===== src/hdl/entab_pkg.sv =====
// shared types, character codes and tab stop helpers for the entab block
// no dependencies; imported by every entab module
`default_nettype none

package entab_pkg;

   localparam logic [7:0] CH_TAB     = 8'h09;
   localparam logic [7:0] CH_SPACE   = 8'h20;
   localparam logic [7:0] CH_NEWLINE = 8'h0A;

   localparam logic [5:0] FIRST_STOP_RESET    = 6'd8;
   localparam logic [5:0] STOP_INTERVAL_RESET = 6'd8;

   localparam int QUEUE_DEPTH_DEFAULT = 4;

   // csr register indexes
   localparam logic CSR_FIRST_STOP    = 1'b0;
   localparam logic CSR_STOP_INTERVAL = 1'b1;

   // one queued command: a run of spaces, optionally followed by one byte
   typedef struct packed {
      logic [5:0] spaces;
      logic       has_char;
      logic [7:0] ch_byte;
   } entab_cmd_type;

   function automatic logic [5:0] eff_interval(input logic [5:0] iv);
      return (iv == 6'd0) ? 6'd1 : iv;
   endfunction

   // columns from column 1 to the first stop
   function automatic logic [5:0] line_start_dist(input logic [5:0] fs,
                                                  input logic [5:0] iv);
      logic [5:0] n;
      n = eff_interval(iv);
      if (fs > 6'd1) begin
         return fs - 6'd1;
      end else if (fs == 6'd1) begin
         return n;
      end else begin
         return (n == 6'd1) ? 6'd1 : n - 6'd1;
      end
   endfunction

endpackage

`default_nettype wire


===== src/hdl/entab_front.sv =====
// front end: holds the tab stop registers and column state, classifies each
// request and pushes a command to the queue; uses entab_pkg
`default_nettype none

module entab_front
   import entab_pkg::*;
(
   input  wire logic          clock,
   input  wire logic          reset,
   input  wire logic          csr_wr_en,
   input  wire logic          csr_index,
   input  wire logic [5:0]    csr_wdata,
   input  wire logic          req_valid,
   input  wire logic [7:0]    req_in_byte,
   input  wire logic          req_flush,
   input  wire logic          q_full,
   output logic               q_push,
   output entab_cmd_type      q_cmd
);

   logic [5:0] first_stop_ff, first_stop_in;
   logic [5:0] stop_interval_ff, stop_interval_in;
   logic [5:0] cols_to_stop_ff, cols_to_stop_in;
   logic [5:0] pending_ff, pending_in;
   logic       accept;

   assign accept = req_valid && !q_full;

   always_comb begin
      first_stop_in    = first_stop_ff;
      stop_interval_in = stop_interval_ff;
      if (csr_wr_en) begin
         unique case (csr_index)
            CSR_FIRST_STOP:    first_stop_in    = csr_wdata;
            CSR_STOP_INTERVAL: stop_interval_in = csr_wdata;
            default:           first_stop_in    = first_stop_ff;
         endcase
      end
   end

   always_comb begin
      cols_to_stop_in = cols_to_stop_ff;
      pending_in      = pending_ff;
      q_push          = 1'b0;
      q_cmd.spaces    = pending_ff;
      q_cmd.has_char  = 1'b1;
      q_cmd.ch_byte   = req_in_byte;
      if (accept) begin
         if (req_flush) begin
            q_push         = (pending_ff != 6'd0);
            q_cmd.has_char = 1'b0;
            pending_in     = 6'd0;
         end else if (req_in_byte == CH_SPACE) begin
            if (cols_to_stop_ff <= 6'd1) begin
               // blank lands on a stop: the whole run becomes one tab
               q_push          = 1'b1;
               q_cmd.spaces    = 6'd0;
               q_cmd.ch_byte   = CH_TAB;
               pending_in      = 6'd0;
               cols_to_stop_in = eff_interval(stop_interval_ff);
            end else begin
               cols_to_stop_in = cols_to_stop_ff - 6'd1;
               pending_in      = 6'(pending_ff + 6'd1);
            end
         end else begin
            q_push     = 1'b1;
            pending_in = 6'd0;
            if (req_in_byte == CH_NEWLINE) begin
               cols_to_stop_in = line_start_dist(first_stop_ff, stop_interval_ff);
            end else if (cols_to_stop_ff <= 6'd1) begin
               cols_to_stop_in = eff_interval(stop_interval_ff);
            end else begin
               cols_to_stop_in = cols_to_stop_ff - 6'd1;
            end
         end
      end
   end

   always_ff @(posedge clock) begin
      if (reset) begin
         first_stop_ff    <= FIRST_STOP_RESET;
         stop_interval_ff <= STOP_INTERVAL_RESET;
         cols_to_stop_ff  <= line_start_dist(FIRST_STOP_RESET, STOP_INTERVAL_RESET);
         pending_ff       <= 6'd0;
      end else begin
         first_stop_ff    <= first_stop_in;
         stop_interval_ff <= stop_interval_in;
         cols_to_stop_ff  <= cols_to_stop_in;
         pending_ff       <= pending_in;
      end
   end

   // distance to the next stop is never zero
   a_cols_nonzero: assert property (@(posedge clock) disable iff (reset)
      cols_to_stop_ff != 6'd0)
      else $error("cols_to_stop reached zero");

   // pending run always stays below the stop distance, so it never fills 6 bits
   a_pending_bound: assert property (@(posedge clock) disable iff (reset)
      pending_ff != 6'd63)
      else $error("pending blank count overflow");

endmodule

`default_nettype wire


===== src/hdl/entab_queue.sv =====
// short command queue between the front and back ends
// uses entab_pkg for the command type
`default_nettype none

module entab_queue
   import entab_pkg::*;
#(
   parameter int DEPTH = QUEUE_DEPTH_DEFAULT
)
(
   input  wire logic          clock,
   input  wire logic          reset,
   input  wire logic          push,
   input  entab_cmd_type      push_cmd,
   input  wire logic          pop,
   output logic               full,
   output logic               empty,
   output entab_cmd_type      head_cmd
);

   localparam int PTR_W = (DEPTH > 1) ? $clog2(DEPTH) : 1;
   localparam int CNT_W = $clog2(DEPTH + 1);

   entab_cmd_type      slot_ff [DEPTH];
   logic [PTR_W-1:0]   wr_ptr_ff, wr_ptr_in;
   logic [PTR_W-1:0]   rd_ptr_ff, rd_ptr_in;
   logic [CNT_W-1:0]   count_ff, count_in;

   assign full     = (count_ff == CNT_W'(DEPTH));
   assign empty    = (count_ff == '0);
   assign head_cmd = slot_ff[rd_ptr_ff];

   always_comb begin
      wr_ptr_in = wr_ptr_ff;
      rd_ptr_in = rd_ptr_ff;
      count_in  = count_ff;
      if (push) begin
         wr_ptr_in = (wr_ptr_ff == PTR_W'(DEPTH - 1)) ? '0 : wr_ptr_ff + PTR_W'(1);
      end
      if (pop) begin
         rd_ptr_in = (rd_ptr_ff == PTR_W'(DEPTH - 1)) ? '0 : rd_ptr_ff + PTR_W'(1);
      end
      case ({push, pop})
         2'b10:   count_in = count_ff + CNT_W'(1);
         2'b01:   count_in = count_ff - CNT_W'(1);
         default: count_in = count_ff;
      endcase
   end

   always_ff @(posedge clock) begin
      if (reset) begin
         wr_ptr_ff <= '0;
         rd_ptr_ff <= '0;
         count_ff  <= '0;
      end else begin
         wr_ptr_ff <= wr_ptr_in;
         rd_ptr_ff <= rd_ptr_in;
         count_ff  <= count_in;
      end
   end

   always_ff @(posedge clock) begin
      if (push) begin
         slot_ff[wr_ptr_ff] <= push_cmd;
      end
   end

   a_no_overrun: assert property (@(posedge clock) disable iff (reset)
      !(push && full) && !(pop && empty))
      else $error("queue pushed when full or popped when empty");

endmodule

`default_nettype wire


===== src/hdl/entab_back.sv =====
// back end: expands queued commands into output bytes through a registered
// output stage; uses entab_pkg
`default_nettype none

module entab_back
   import entab_pkg::*;
(
   input  wire logic          clock,
   input  wire logic          reset,
   input  wire logic          q_empty,
   input  entab_cmd_type      q_head,
   output logic               q_pop,
   output logic               rsp_valid,
   input  wire logic          rsp_stall,
   output logic [7:0]         rsp_out_byte,
   output logic               rsp_last
);

   logic          busy_ff, busy_in;
   entab_cmd_type cur_ff, cur_in;
   entab_cmd_type src;
   logic          rsp_valid_ff, rsp_valid_in;
   logic [7:0]    rsp_out_byte_ff, rsp_out_byte_in;
   logic          rsp_last_ff, rsp_last_in;
   logic          out_ready;
   logic          emit;
   logic          done;

   assign out_ready = !rsp_valid_ff || !rsp_stall;
   assign emit      = out_ready && (busy_ff || !q_empty);
   assign q_pop     = emit && !busy_ff;
   // a command in progress takes priority over the queue head
   assign src       = busy_ff ? cur_ff : q_head;

   always_comb begin
      busy_in         = busy_ff;
      cur_in          = cur_ff;
      rsp_valid_in    = rsp_valid_ff;
      rsp_out_byte_in = rsp_out_byte_ff;
      rsp_last_in     = rsp_last_ff;
      done            = 1'b1;
      if (out_ready) begin
         rsp_valid_in = emit;
      end
      if (emit) begin
         if (src.spaces != 6'd0) begin
            done            = (src.spaces == 6'd1) && !src.has_char;
            rsp_out_byte_in = CH_SPACE;
         end else begin
            rsp_out_byte_in = src.ch_byte;
         end
         rsp_last_in     = done;
         busy_in         = !done;
         cur_in.spaces   = src.spaces - 6'd1;
         cur_in.has_char = src.has_char;
         cur_in.ch_byte  = src.ch_byte;
      end
   end

   always_ff @(posedge clock) begin
      if (reset) begin
         busy_ff      <= 1'b0;
         rsp_valid_ff <= 1'b0;
      end else begin
         busy_ff      <= busy_in;
         rsp_valid_ff <= rsp_valid_in;
      end
   end

   always_ff @(posedge clock) begin
      cur_ff          <= cur_in;
      rsp_out_byte_ff <= rsp_out_byte_in;
      rsp_last_ff     <= rsp_last_in;
   end

   assign rsp_valid    = rsp_valid_ff;
   assign rsp_out_byte = rsp_out_byte_ff;
   assign rsp_last     = rsp_last_ff;

   // a held command always has something left to send
   a_busy_has_work: assert property (@(posedge clock) disable iff (reset)
      busy_ff |-> (cur_ff.spaces != 6'd0 || cur_ff.has_char))
      else $error("back end busy with an empty command");

endmodule

`default_nettype wire


===== src/hdl/entab_blank_to_tab_stream.sv =====
// top level of the entab block: front end, command queue and back end
// uses entab_pkg, entab_front, entab_queue, entab_back
`default_nettype none

// Replaces runs of blanks in a byte stream with tabs and spaces that keep the
// same spacing. Tab stops sit at csr register 0 (first stop column) and every
// csr register 1 columns after it; columns restart at 1 after a newline.
// Requests are taken one per cycle while the command queue has room; a
// request that ends a blank run issues n pending spaces plus its own byte,
// n+1 responses at one per cycle while rsp_stall is low, from the back end's
// output register, so the queue (QUEUE_DEPTH commands) absorbs the burst. A
// lone blank that does not reach a stop gives no response; a flush emits
// pending blanks as spaces. With the back end idle, the first response of a
// request passes the queue and the output register. rsp_last marks the final
// response of each request. Write the csr registers only while the block is
// idle; new values take effect at the next stop or line.

module entab_blank_to_tab_stream
   import entab_pkg::*;
#(
   parameter int QUEUE_DEPTH = QUEUE_DEPTH_DEFAULT
)
(
   input  wire logic       clock,
   input  wire logic       reset,
   input  wire logic       csr_wr_en,
   input  wire logic       csr_index,
   input  wire logic [5:0] csr_wdata,
   input  wire logic       req_valid,
   output logic            req_stall,
   input  wire logic [7:0] req_in_byte,
   input  wire logic       req_flush,
   output logic            rsp_valid,
   input  wire logic       rsp_stall,
   output logic [7:0]      rsp_out_byte,
   output logic            rsp_last
);

   logic          q_push;
   logic          q_pop;
   logic          q_full;
   logic          q_empty;
   entab_cmd_type q_cmd;
   entab_cmd_type q_head;

   assign req_stall = q_full;

   entab_front u_front (
      .clock       (clock),
      .reset       (reset),
      .csr_wr_en   (csr_wr_en),
      .csr_index   (csr_index),
      .csr_wdata   (csr_wdata),
      .req_valid   (req_valid),
      .req_in_byte (req_in_byte),
      .req_flush   (req_flush),
      .q_full      (q_full),
      .q_push      (q_push),
      .q_cmd       (q_cmd)
   );

   entab_queue #(
      .DEPTH (QUEUE_DEPTH)
   ) u_queue (
      .clock    (clock),
      .reset    (reset),
      .push     (q_push),
      .push_cmd (q_cmd),
      .pop      (q_pop),
      .full     (q_full),
      .empty    (q_empty),
      .head_cmd (q_head)
   );

   entab_back u_back (
      .clock        (clock),
      .reset        (reset),
      .q_empty      (q_empty),
      .q_head       (q_head),
      .q_pop        (q_pop),
      .rsp_valid    (rsp_valid),
      .rsp_stall    (rsp_stall),
      .rsp_out_byte (rsp_out_byte),
      .rsp_last     (rsp_last)
   );

endmodule

`default_nettype wire


===== config.mk =====
export PLATFORM = sky130hd
export DESIGN_NAME = entab_blank_to_tab_stream
export DESIGN_NICKNAME = d
export VERILOG_FILES = /design/src/hdl/entab_pkg.sv /design/src/hdl/entab_front.sv /design/src/hdl/entab_queue.sv /design/src/hdl/entab_back.sv /design/src/hdl/entab_blank_to_tab_stream.sv
export SDC_FILE = /design/constraint.sdc
export NUM_CORES = 1
export LEC_CHECK = 0
export ABC_AREA = 1
export ABC_CLOCK_PERIOD_IN_PS = 3300
export BUFFER_PORTS_ARGS = -buffer_cell sky130_fd_sc_hd__buf_2
export CORE_MARGIN = 1
export CORE_UTILIZATION = 60
export DETAILED_ROUTE_END_ITERATION = 10
export GPL_ROUTABILITY_DRIVEN = 0
export PLACE_DENSITY = 0.89
export SLEW_MARGIN = 20
export SYNTH_ARGS = -nofsm -noshare
export SYNTH_HDL_FRONTEND = slang
export SYNTH_HIERARCHICAL = 1
export SYNTH_SLANG_ARGS = --single-unit

===== constraint.sdc =====
create_clock -name clock -period 3.3 [get_ports clock]
set_clock_uncertainty 0.2 [all_clocks]
set_input_delay 0.33 -clock clock [delete_from_list [all_inputs] [get_ports clock]]
set_output_delay 0.33 -clock clock [all_outputs]
set_load 0.1 [all_outputs]

Yosys cells after proc, flatten, opt, wreduce, memory -nomap -nowiden
Memories as Yosys holds them, arrays and structs flattened. A register that Yosys moved wholly into a read port is not among the register bits.
Cells that the tools add are included.
{"block": "word_totals", "ram_bits": 60, "in_bits": 21, "memories": 1, "wordCells": 91, "output_inout_bits": 11, "ff_bits": 57}
{"name": "u_queue.slot_ff", "depth": 4, "word_bits": 15, "rd": 1, "rd_clocked_by_memory_dff": 1, "write_ports": 1, "line_no": "entab_queue.sv:24", "text": "entab_cmd_type slot_ff [DEPTH];"}
{"block": "classes", "n_reduce_logical": 21, "mux": 32, "add_sub_neg": 9, "bitwise": 2, "magnitude_cmp": 2, "n_eq_ne": 10}
{"operator": "6-bit two-way mux", "count": 13}
{"operator": "15-bit two-way mux", "count": 2}
{"operator": "8-bit two-way mux", "count": 3}
{"operator": "6-bit by 1-bit subtractor with 6-bit output (second input constant)", "count": 4}
{"operator": "6-bit by 1-bit == test with 1-bit output (second input constant)", "count": 3}
{"operator": "6-bit nonzero test", "count": 2}
{"operator": "1-bit two-way mux", "count": 9}
{"operator": "8-bit by 4-bit == test with 1-bit output (second input constant)", "count": 1}
{"operator": "8-bit by 6-bit == test with 1-bit output (second input constant)", "count": 1}
{"operator": "2-bit two-way mux", "count": 4}
{"operator": "1-bit logical NOT", "count": 7}
{"operator": "6-bit by 1-bit adder with 6-bit output (second input constant)", "count": 1}
{"operator": "2-bit == test (second input constant)", "count": 3}
{"operator": "6-bit by 1-bit greater-than comparator with 1-bit output (second input constant)", "count": 1}
{"operator": "6-bit by 1-bit <= comparator with 1-bit output (second input constant)", "count": 1}
{"operator": "6-bit logical NOT", "count": 1}
{"operator": "3-bit one-hot mux with 2 select lines", "count": 1}
{"operator": "2-bit AND reduction", "count": 3}
{"operator": "2-bit by 1-bit adder with 2-bit output (second input constant)", "count": 2}
{"operator": "1-bit logical AND", "count": 4}
{"operator": "3-bit by 1-bit adder with 3-bit output (second input constant)", "count": 1}
{"operator": "3-bit == test (second input constant)", "count": 1}
{"operator": "3-bit logical NOT", "count": 1}
{"operator": "3-bit by 1-bit subtractor with 3-bit output (second input constant)", "count": 1}
{"operator": "4 further kinds", "count": 6}

Logic depth before layout (Yosys ltp)
Gate-level depths: netlist of the first run.
{"block": "depth", "ltp_word": 8, "mapped_depth": 17, "depth_no_buf": 17}

By module
Netlist of the first run, hierarchy kept.
{"module": "entab_queue", "area_per_inst_um2": 2796.4, "seq_area_each_um2": 1981.9, "cells_per_inst": 205, "n_inst": 1}
{"module": "entab_front", "area_per_inst_um2": 1690.4, "seq_area_each_um2": 480.5, "cells_per_inst": 275, "n_inst": 1}
{"module": "entab_back", "area_per_inst_um2": 1307.5, "seq_area_each_um2": 760.7, "cells_per_inst": 116, "n_inst": 1}

Least setup slack after synthesis of the first run
Ideal clock, no wire load.
{"block": "synth_path", "kind": "register to register", "from": "register u_queue.count_ff[2]", "to": "register u_queue.count_ff[2]", "arrival_ns": 4.292, "synth_period_minus_slack_ns": 4.602, "stages_incl_launch_ff": 18, "t_required_ns": 2.990, "path_slack_ns": -1.302, "setup_time_ns": 0.110, "n_path_buf": 0, "path_cell_list": "dfxtp_1 -> inv_1 -> nor3_1 -> nor2_1 -> inv_2 -> nor2_4 -> o21ai_0 -> o21ai_0 -> inv_2 -> ha_1 -> inv_1 -> fa_1 -> inv_1 -> nand2_1 -> nand3_1 -> nand2_1 -> inv_1 -> nor2_1"}
{"block": "synth_via", "word_cells_on_any_way": 15, "cone_classes": "2 x add/sub; 3 x eq/ne; 2 x mux; 8 x reduce/logical"}
{"item": "start: declaration", "line_no": "entab_queue.sv:27", "text": "logic [CNT_W-1:0] count_ff, count_in;"}
{"item": "start signal: assignment", "line_no": "entab_queue.sv:58", "text": "count_ff <= count_in;"}
{"item": "3-bit == test *", "line_no": "entab_queue.sv:29", "text": "assign full = (count_ff == CNT_W'(DEPTH));"}
{"item": "named net req_stall", "line_no": "entab_blank_to_tab_stream.sv:30", "text": "output logic req_stall,"}
{"item": "1-bit logical NOT *", "line_no": "entab_front.sv:27", "text": "assign accept = req_valid && !q_full;"}
{"item": "1-bit logical AND *", "line_no": "entab_front.sv:27"}
{"item": "1-bit two-way mux *", "line_no": "entab_front.sv:48", "text": "if (accept) begin"}
{"item": "named net q_push", "line_no": "entab_blank_to_tab_stream.sv:39", "text": "logic q_push;"}
{"item": "2-bit by 1-bit == test with 1-bit output / 2-bit == test (equally long branches)", "line_no": "entab_queue.sv:43", "text": "case ({push, pop})"}
{"item": "3-bit one-hot mux with 2 select lines / 2-bit nonzero test (equally long branches)"}
Mark *: on every way through the listed nets, which the timed path passes. The rest lies on a longest branch.
A chain may end at the register's enable or synchronous reset.

Worst setup path after layout of the first run
{"block": "layout_path", "from": "input port req_in_byte[7]", "to": "register u_queue.count_ff[2]"}
{"block": "layout_via", "elab_chain_cells": 6, "word_cells_on_any_way": 8, "cone_classes": "3 x eq/ne; 4 x mux; 1 x reduce/logical"}
{"item": "start: declaration", "line_no": "entab_blank_to_tab_stream.sv:31", "text": "input wire logic [7:0] req_in_byte,"}
{"item": "8-bit by 6-bit == test with 1-bit output *", "line_no": "entab_front.sv:53", "text": "end else if (req_in_byte == CH_SPACE) begin"}
{"item": "1-bit two-way mux *", "line_no": "entab_front.sv:53"}
{"item": "1-bit two-way mux *", "line_no": "entab_front.sv:49", "text": "if (req_flush) begin"}
{"item": "1-bit two-way mux *", "line_no": "entab_front.sv:48"}
{"item": "named net q_push", "line_no": "entab_blank_to_tab_stream.sv:39"}
{"item": "2-bit by 1-bit == test with 1-bit output / 2-bit == test (equally long branches)", "line_no": "entab_queue.sv:43"}
{"item": "3-bit one-hot mux with 2 select lines / 2-bit nonzero test (equally long branches)"}
Marked as above.

==> results.toml, run 1 <==
[outcome]
status = "finished clean"

[synth]
async_flop_share_pct = 0
syn_avg_cell_area_um2 = 9.72
syn_nets = 635
synth_flop_cell = "edfxtp_1"
ys_ff_latch = 119
ys_seq_area_share_pct = 55.6
yosysTopAreaCellShare_pct = 43.5
synthesis.instances = 596
synth_top_area_cell = "edfxtp_1"
synth_edf_count = 84
synthTopCellsByArea = "edfxtp_1 (44%), dfxtp_1 (12%), nor2_1 (5.4%)"
synth_area_um2 = 5790
yosys-top-cells-count = "edfxtp_1 (84), nor2_1 (84), nand2_1 (78), inv_1 (69), a21oi_1 (38)"
ys_warn_count = 6
ys_types = 42

[clocking]
path_clk_slew_ps = 50
cts_max_path_buffers = 2
cts_tree = "done"
numCtsBuffers = 17
ctsResizeCount = 0
root_buffer = "clkbuf_8"
clkSinkCount = 119
htree_num_levels = 4
insertion_delay_ps = 510

[drt]
num_vias = 4458
drc = 0
drt-initial-drc-count = 248
via_per_inst = 5.64
drt_pre_antenna_iters = 5
wl_um = 12400
route.detailed.wl_per_inst_um = 15.7
ant_nets = 0

[floorplanning]
die_h_um = 100
rows = 35
core_area_um2 = 9280
die_area_um2 = 10100
die_w_um = 100
pin_count = 32
start_util_pct = 62.4

[placed_design]
placed_cell_area_um2 = 6030
port_buffers = 31
place_inst = 742
dp_hpwl_um = 8200

[worst_setup_path]
max_stage_delay_ps = 530
cp_cell_sequence = "dlygate4sd3_1 -> buf_2 -> nor2_1 -> nand3_1 -> nor2_1 -> inv_1 -> o21ai_0 -> o21ai_0 -> inv_2 -> ha_1 -> inv_1 -> fa_1 -> nand2_1 -> nand3_1 -> nand2_1 -> inv_1 -> nor2_1"
critPathKind = "input pin to flop"
arrival_ps = 3320
path_depth = 17
cp-start-kind = "input pin"
crit_fanout = 5
critical_path_buf_inv_count = 6
reg2reg_depth = 15
cp_top_family = "buffers and inverters"
slowest_stage = "dlygate4sd3_1"
critPathCaptureType = "flop"
cp.required_ps = 3540

[power_and_ir_drop]
ir_worst_vdd_mv = 0.498
p_total_mw = 5.90
powerDensity_nw_per_um2 = 876
leakage_nw = 2.76

[sta]
rsz0062_at_grt = "no"
slew_headroom_pct = 49.1
setup-violations-final = 0
fmax_mhz = 324
finalCritPeriodShare_pct = 93.4
slew_viol_final = 0
min_period_ps = 3080
hold_viol_final = 0
worst_slew_pin_slew_ps = 763
setup_tns_ps = 0

[min_path]
min_path_cells = 3
hp-class = "input pin to flop"

[global_routing]
grt_first_pass_wirelength_um = 20300
grt_max_degree = 31
antenna_found_initial = 0
grt.total_usage_pct = 26.8
grt_pass1_vias = 4365
grt_overflow = 0

[finish]
nNetsFinal = 687
final_util_pct = 72.6
diodes = 0
synthToLayoutAreaGrowth_pct = 16.3
stdcell_area_um2 = 6740
layout.cells.non_filler = 790
drive_gt1_share_pct = 18.6

[job]
cap_violations = 0
final cells by class:
| type | count | area, µm² |
|---|---|---|
| timing repair buffer | 52 | 353 |
| clock buffer | 20 | 447 |
| clock inverter | 12 | 96.3 |
| multi-input combinational | 378 | 2150 |
| fill | 646 | 2550 |
| tap | 129 | 161 |
| inverter | 80 | 305 |
| sequential | 119 | 3220 |
tightest hold or removal path: cells and delay by family:
family	cells	cell delay [ps]
buffers and inverters	2	140
and+or+nand+nor	1	140
logic make-up (layout without fill, tap and decap cells):
logic type,Yosys count,after routing,synth area share (%)
XOR/XNOR,7,7,1.19
AND/OR/NAND/NOR,224,224,17.8
adder cells (fa/ha/maj),18,18,4.02
buffers and inverters,99,164,7.45
flip-flops,119,119,55.6
AO/OA/AOI/OAI,129,129,13.9
sequential cells by signal, summed over array words and instances (netlist names), named ones only:
name	cells
u_queue/rd_ptr_ff	2
u_front/first_stop_ff	6
u_queue/count_ff	3
u_back/rsp_valid	1
u_back/cur_ff	15
u_queue/slot_ff	60
u_back/rsp_out_byte	8
u_queue/wr_ptr_ff	2
u_back/busy_ff	1
u_front/cols_to_stop_ff	6
u_back/rsp_last	1
u_front/pending_ff	6
u_front/stop_interval_ff	6
routing by layer:
metal  part of all wire [%]  routed length (µm)  track usage (%)
met1                     39                4840             30.3
met2                     52                6420             46.9
met3                    6.7                 832             6.89
met4                    2.7                 335             13.6
met5                      0                   0                0
cell usage in the layout, fill, tap and decap left out, types with 6 or more instances in the layout:
cell type,Yosys,layout
nand3_1,22,22
o21ai_0,34,34
nand2_1,78,78
dfxtp_1,35,35
o21ai_2,13,13
inv_2,8,8
inv_1,69,69
o22ai_2,10,10
dlygate4sd3_1,0,16
ha_1,17,17
clkbuf_16,0,17
edfxtp_1,84,84
nor2_1,84,84
inv_4,2,6
nor3_1,7,6
a21oi_1,38,38
buf_2,2,31
o21ai_1,21,21
stage by stage:
step                hold WS [ps]  setup slack (ps)
global placement             254               520
CTS                         10.8               302
detailed placement           251               364
finish                      43.9               218
global route                39.6               118
floorplan                    199               137
what timing repair did:
action / CTS / global route
setup buffers: 0 / 0
hold buffers: 16 / 0
endpoints found under the hold margin: 37 / 0
power by group:
group | leakage (nW) | internal, mW | switching (mW)
clock network | 0.275 | 1.04 | 0.640
registers | 1.08 | 1.96 | 0.0999
logic | 1.40 | 0.599 | 1.57
worst paths after layout:
path / to / start / slack (ps)
hold reg to reg: u_front/stop_interval_ff[0] / u_front/stop_interval_ff[0] / 260
hold / removal: u_queue/slot_ff[1][3] / req_in_byte[3] / 40
setup / recovery: u_queue/count_ff[2] / req_in_byte[7] / 220
setup reg to reg: u_queue/count_ff[2] / u_front/cols_to_stop_ff[0] / 290
Note: power is estimated with default switching activity, not from simulation.
==> run 2: changes to the inputs <==
--- a/config.mk
+++ b/config.mk
@@ -13,6 +13,7 @@
 export DETAILED_ROUTE_END_ITERATION = 10
 export GPL_ROUTABILITY_DRIVEN = 0
 export PLACE_DENSITY = 0.89
+export RECOVER_POWER = 50
 export SLEW_MARGIN = 20
 export SYNTH_ARGS = -nofsm -noshare
 export SYNTH_HDL_FRONTEND = slang
==> run 2 against run 1 <==
Effect of this change:
- cell area fell by 1.4%
- sequential power barely moved
- wire length rose by 0.48%
- clock-buffer cell count did not move
- critical endpoint unchanged
==> results.toml, run 2 (synthesis gave the netlist of run 1 again) <==
[worst_setup_path]
critPathKind = "input pin to flop"
reg2reg_to = "u_queue/count_ff[2]"
cp.required_ps = 3540
r2r_setup_slack_ps = 270
critPathCaptureType = "flop"
cp-start-kind = "input pin"
worstReg2RegStart = "u_front/cols_to_stop_ff[0]"
reg2reg_depth = 15
arrival_ps = 3290
crit_fanout = 5

[clocking]
cts_max_path_buffers = 2
clkSinkCount = 119
htree_num_levels = 4
root_buffer = "clkbuf_8"
numCtsBuffers = 17
insertion_delay_ps = 520
path_clk_slew_ps = 50
cts_tree = "done"

[floorplanning]
pin_count = 32
die_h_um = 100
die_w_um = 100
core_area_um2 = 9280
rows = 35
die_area_um2 = 10100
start_util_pct = 62.4

[min_path]
hold_end = "u_queue/slot_ff[2][0]"
min_path_cells = 3
hp-class = "input pin to flop"
hp-start = "req_in_byte[0]"

[drt]
via_per_inst = 5.59
route.detailed.wl_per_inst_um = 15.8
drt_pre_antenna_iters = 5
drc = 0
wl_um = 12500
num_vias = 4416
ant_nets = 0
drt-initial-drc-count = 242

[global_routing]
grt.total_usage_pct = 26.8
grt_max_degree = 31
grt_overflow = 0
grt_pass1_vias = 4365
grt_first_pass_wirelength_um = 20300
antenna_found_initial = 0

[power_and_ir_drop]
p_total_mw = 5.83
leakage_nw = 2.68
powerDensity_nw_per_um2 = 878
ir_worst_vdd_mv = 0.480

[sta]
fmax_mhz = 328
min_period_ps = 3050
slew_viol_final = 0
hold_viol_final = 0
rsz0062_at_grt = "no"
setup_tns_ps = 0
slew_headroom_pct = 11.3
worst_slew_pin_slew_ps = 1330
setup-violations-final = 0
hold_ws_ps = 45.0
finalCritPeriodShare_pct = 92.3

[placed_design]
dp_hpwl_um = 8200
port_buffers = 31
placed_cell_area_um2 = 6030

[finish]
final_common_cell = "nor2_1"
diodes = 0
stdcell_area_um2 = 6650
synthToLayoutAreaGrowth_pct = 14.7
largest_reg_flops = 60
final_cell_mix = "nor2_1 (86), edfxtp_1 (84), nand2_1 (78)"
top_register = "u_queue/slot_ff"
nNetsFinal = 687
drive_gt1_share_pct = 14.5

[job]
cap_violations = 0

[outcome]
status = "finished clean"
## run 2: cell count changes in the layout (fill, tap and decap cells not counted), sizes merged
| cell | delta |
|---|---|
| inv | -1 |
| clkinvlp | +1 |
| buf | -18 |
| clkbuf | +18 |
## run 2: stage by stage
step | instances | setup WS (ps) | util [%]
after floorplan | 596 | 137 | -
after CTS | 790 | 302 | 72.6
after detailed placement | 742 | 364 | 65.0
final | 790 | 254 | 71.6
after global routing | 790 | 110 | 71.6
after global placement | 742 | 520 | 65.0
## run 2: worst max-delay path by stage
stage                                     end  cells past startpoint                        from  slack, ps
after detailed placement  u_queue/count_ff[2]                     16  u_front/cols_to_stop_ff[0]        360
after floorplan           u_queue/count_ff[2]                     16         u_queue/count_ff[1]        140
after CTS                 u_queue/count_ff[2]                     17              req_in_byte[6]        300
final                     u_queue/count_ff[2]                     17              req_in_byte[7]        250
after global placement    u_queue/count_ff[2]                     16  u_front/cols_to_stop_ff[0]        520
after global routing      u_queue/count_ff[2]                     15  u_front/cols_to_stop_ff[0]        110
## run 2: area by class of cell
cell class	count	area [µm²]
clock inverters	12	96.3
multi-input cells	378	2090
fillers	672	2640
well taps	129	161
clock buffers	20	447
repair buffers	52	328
inverters	80	304
flip-flops and latches	119	3220
## run 2: repair_timing
item                                   4_1_cts  5_1_grt
setup buffers                                0        0
setup endpoints to repair                    0        0
gates resized for setup                      0        0
endpoints found under the hold margin       37        0
hold buffers                                16        0
## run 2: layer usage
layer	track usage, %	vias up	routed length (µm)
met5	0	-	0
met4	13.6	0	357
met3	6.89	32	731
met2	46.9	172	6440
met1	30.3	2100	4950
li1	-	2112	-
## run 2: where the power goes
group	total, mW	internal, mW	switching [mW]
logic	2.09	0.557	1.53
clock network	1.68	1.04	0.640
registers	2.06	1.97	0.0959
## run 2: worst max-delay path, cell delays in order
cell and delay (ps):
dlygate4sd3_1 530, clkbuf_1 140, nor2_1 240, nand3_1 110
nor2_1 160, inv_1 100, o21ai_0 140, o21ai_0 260
inv_2 170, ha_1 170, inv_1 70, fa_1 430
nand2_1 100, nand3_1 90, nand2_1 70, inv_1 40
nor2_1 110
==> run 3: changes to the inputs <==
==> constraint.sdc (replaced) <==
create_clock -name clock -period 3.3 [get_ports clock]
set_clock_uncertainty 0.2 [all_clocks]
set_input_delay 0.33 -clock clock [delete_from_list [all_inputs] [get_ports clock]]
set_output_delay 0.33 -clock clock [all_outputs]
set_load 0.005 [all_outputs]
==> run 3 against run 2 <==
Effect of this change:
- maximum frequency increased by 2.6%
- wire length increased by 1.5%
- flip-flop and latch count unchanged
- clock power increased by 10%
==> results.toml, run 3 (synthesis gave the netlist of run 1 again) <==
[drt]
wl_um = 12700
ant_nets = 0
drc = 0
drt_pre_antenna_iters = 6
num_vias = 4403
route.detailed.wl_per_inst_um = 16.1
via_per_inst = 5.58
drt-initial-drc-count = 232

[sta]
setup_tns_ps = 0
fmax_mhz = 337
setup-violations-final = 0
finalCritPeriodShare_pct = 90.0
hold_viol_final = 0
slew_headroom_pct = 13.7
rsz0062_at_grt = "no"
worst_slew_pin_slew_ps = 1290
slew_viol_final = 0
min_period_ps = 2970

[clocking]
cts_tree = "done"
ctsResizeCount = 0
ctsHoldBuffers = 15
cts_max_path_buffers = 2
root_buffer = "clkbuf_8"
htree_num_levels = 4
path_clk_slew_ps = 60
clkSinkCount = 119
postCtsSetupRepairBufs = 0
numCtsBuffers = 17
insertion_delay_ps = 500

[floorplanning]
core_area_um2 = 9280
rows = 35
pin_count = 32
die_w_um = 100
start_util_pct = 62.4
die_h_um = 100
die_area_um2 = 10100

[finish]
diodes = 0
synthToLayoutAreaGrowth_pct = 15.9
fill_cells = 631
largest_reg_flops = 60
top_register = "u_queue/slot_ff"
final_cell_mix = "nor2_1 (86), edfxtp_1 (84), nand2_1 (78)"
final_common_cell = "nor2_1"
nNetsFinal = 686
drive_gt1_share_pct = 15.5

[global_routing]
grt_overflow = 0
grt_util_met1_pct = 30.1
use_met2_pct = 48.6
antenna_found_initial = 0
grt_max_degree = 31
grt_pass1_vias = 4417
grt_use_met3_pct = 6.89
grt.total_usage_pct = 27.3
grt_busiest_layer = "met2"
grt_first_pass_wirelength_um = 20600

[power_and_ir_drop]
ir_worst_vdd_mv = 0.399
switching_share_pct = 33.1
p_int_mw = 3.77
combPwrFrac_pct = 30.7
seqPwrFrac_pct = 36.6
switchingPower_mw = 1.87
powerDensity_nw_per_um2 = 840
p_total_mw = 5.64
clockPowerShare_pct = 32.8
leakage_nw = 2.72

[worst_setup_path]
cp-start-kind = "flop"
crit_fanout = 8
cp.required_ps = 3500
critPathKind = "flop to flop"
cp_cell_sequence = "inv_1 -> ha_1 -> o21ai_2 -> nor2_1 -> o21ai_0 -> o21ai_0 -> inv_2 -> ha_1 -> inv_1 -> fa_1 -> inv_1 -> nand2_1 -> nand3_1 -> nand2_1 -> inv_1 -> nor2_1"
crit_path_frequent_cell = "inv_1"
max_stage_delay_ps = 440
arrival_ps = 3170
slowest_stage = "fa_1"
critPathCaptureType = "flop"

[min_path]
hp-class = "input pin to flop"

[placed_design]
dp_hpwl_um = 8070
port_buffers = 31

[job]
cap_violations = 0

[outcome]
status = "finished clean"
## run 3: cell count changes in the layout (fill, tap and decap cells not counted), moves of 2 or more
cell      change
buf_2         +8
clkbuf_8      +4
inv_4         -3
clkinv_2      -2
clkbuf_1      -7
## run 3: final timing paths
| check | start | endpoint | slack, ps | cells after the start |
|---|---|---|---|---|
| worst max register to register | u_front/cols_to_stop_ff[0] | u_queue/count_ff[2] | 330 | 16 |
| worst min register to register | u_front/stop_interval_ff[0] | u_front/stop_interval_ff[0] | 260 | 2 |
| worst min-delay path | req_in_byte[3] | u_queue/slot_ff[1][3] | 50 | 3 |
| worst max-delay path | u_front/cols_to_stop_ff[0] | u_queue/count_ff[2] | 330 | 16 |
## run 3: final cells by class
| type | count | area, µm² | area share (%) |
|---|---|---|---|
| clock buffers | 26 | 531 | 7.90 |
| clock inverters | 6 | 81.3 | 1.21 |
| inverters | 80 | 304 | 4.53 |
| multi-input cells | 378 | 2090 | 31.1 |
| flip-flops and latches | 119 | 3220 | 48.0 |
| well taps | 129 | 161 | 2.40 |
| repair buffers | 51 | 328 | 4.88 |
## run 3: worst max-delay path, delay by kind of cell, from the launching register on
| kind | cells | cell delay (ps) |
|---|---|---|
| and+or+nand+nor | 5 | 370 |
| DFF | 1 | 380 |
| AOI/OAI and AO/OA | 3 | 590 |
| adders and majority gates | 3 | 870 |
| buffers and inverters | 5 | 460 |
## run 3: layer usage
metal | up-vias | part of all wire [%]
li1 | 2112 | -
met1 | 2047 | 38
met2 | 202 | 52
met3 | 42 | 6.6
met4 | 0 | 2.9
met5 | - | 0
## run 3: power by group through the flow
stage / sequential (mW) / combinational [mW] / clock [mW]
after floorplan: 2.07 / 1.36 / 0
after global placement: 2.07 / 1.63 / 0
after detailed placement: 2.08 / 1.72 / 0
after CTS: 2.06 / 1.77 / 1.86
after global routing: 2.09 / 1.92 / 1.93
final: 2.06 / 1.73 / 1.85
## run 3: stage by stage
stage          hold WS [ps]  worst slack (ps)  util, %  cells  instance area [µm²]
2_1_floorplan           199               448        -    596                 5790
3_3_place_gp            252               526     64.9    742                 6020
3_5_place_dp            254               411     64.9    742                 6020
4_1_cts                3.82               396     73.1    789                 6780
5_1_grt                49.4               166     72.3    789                 6720
6_report               48.0               330     72.3    789                 6720
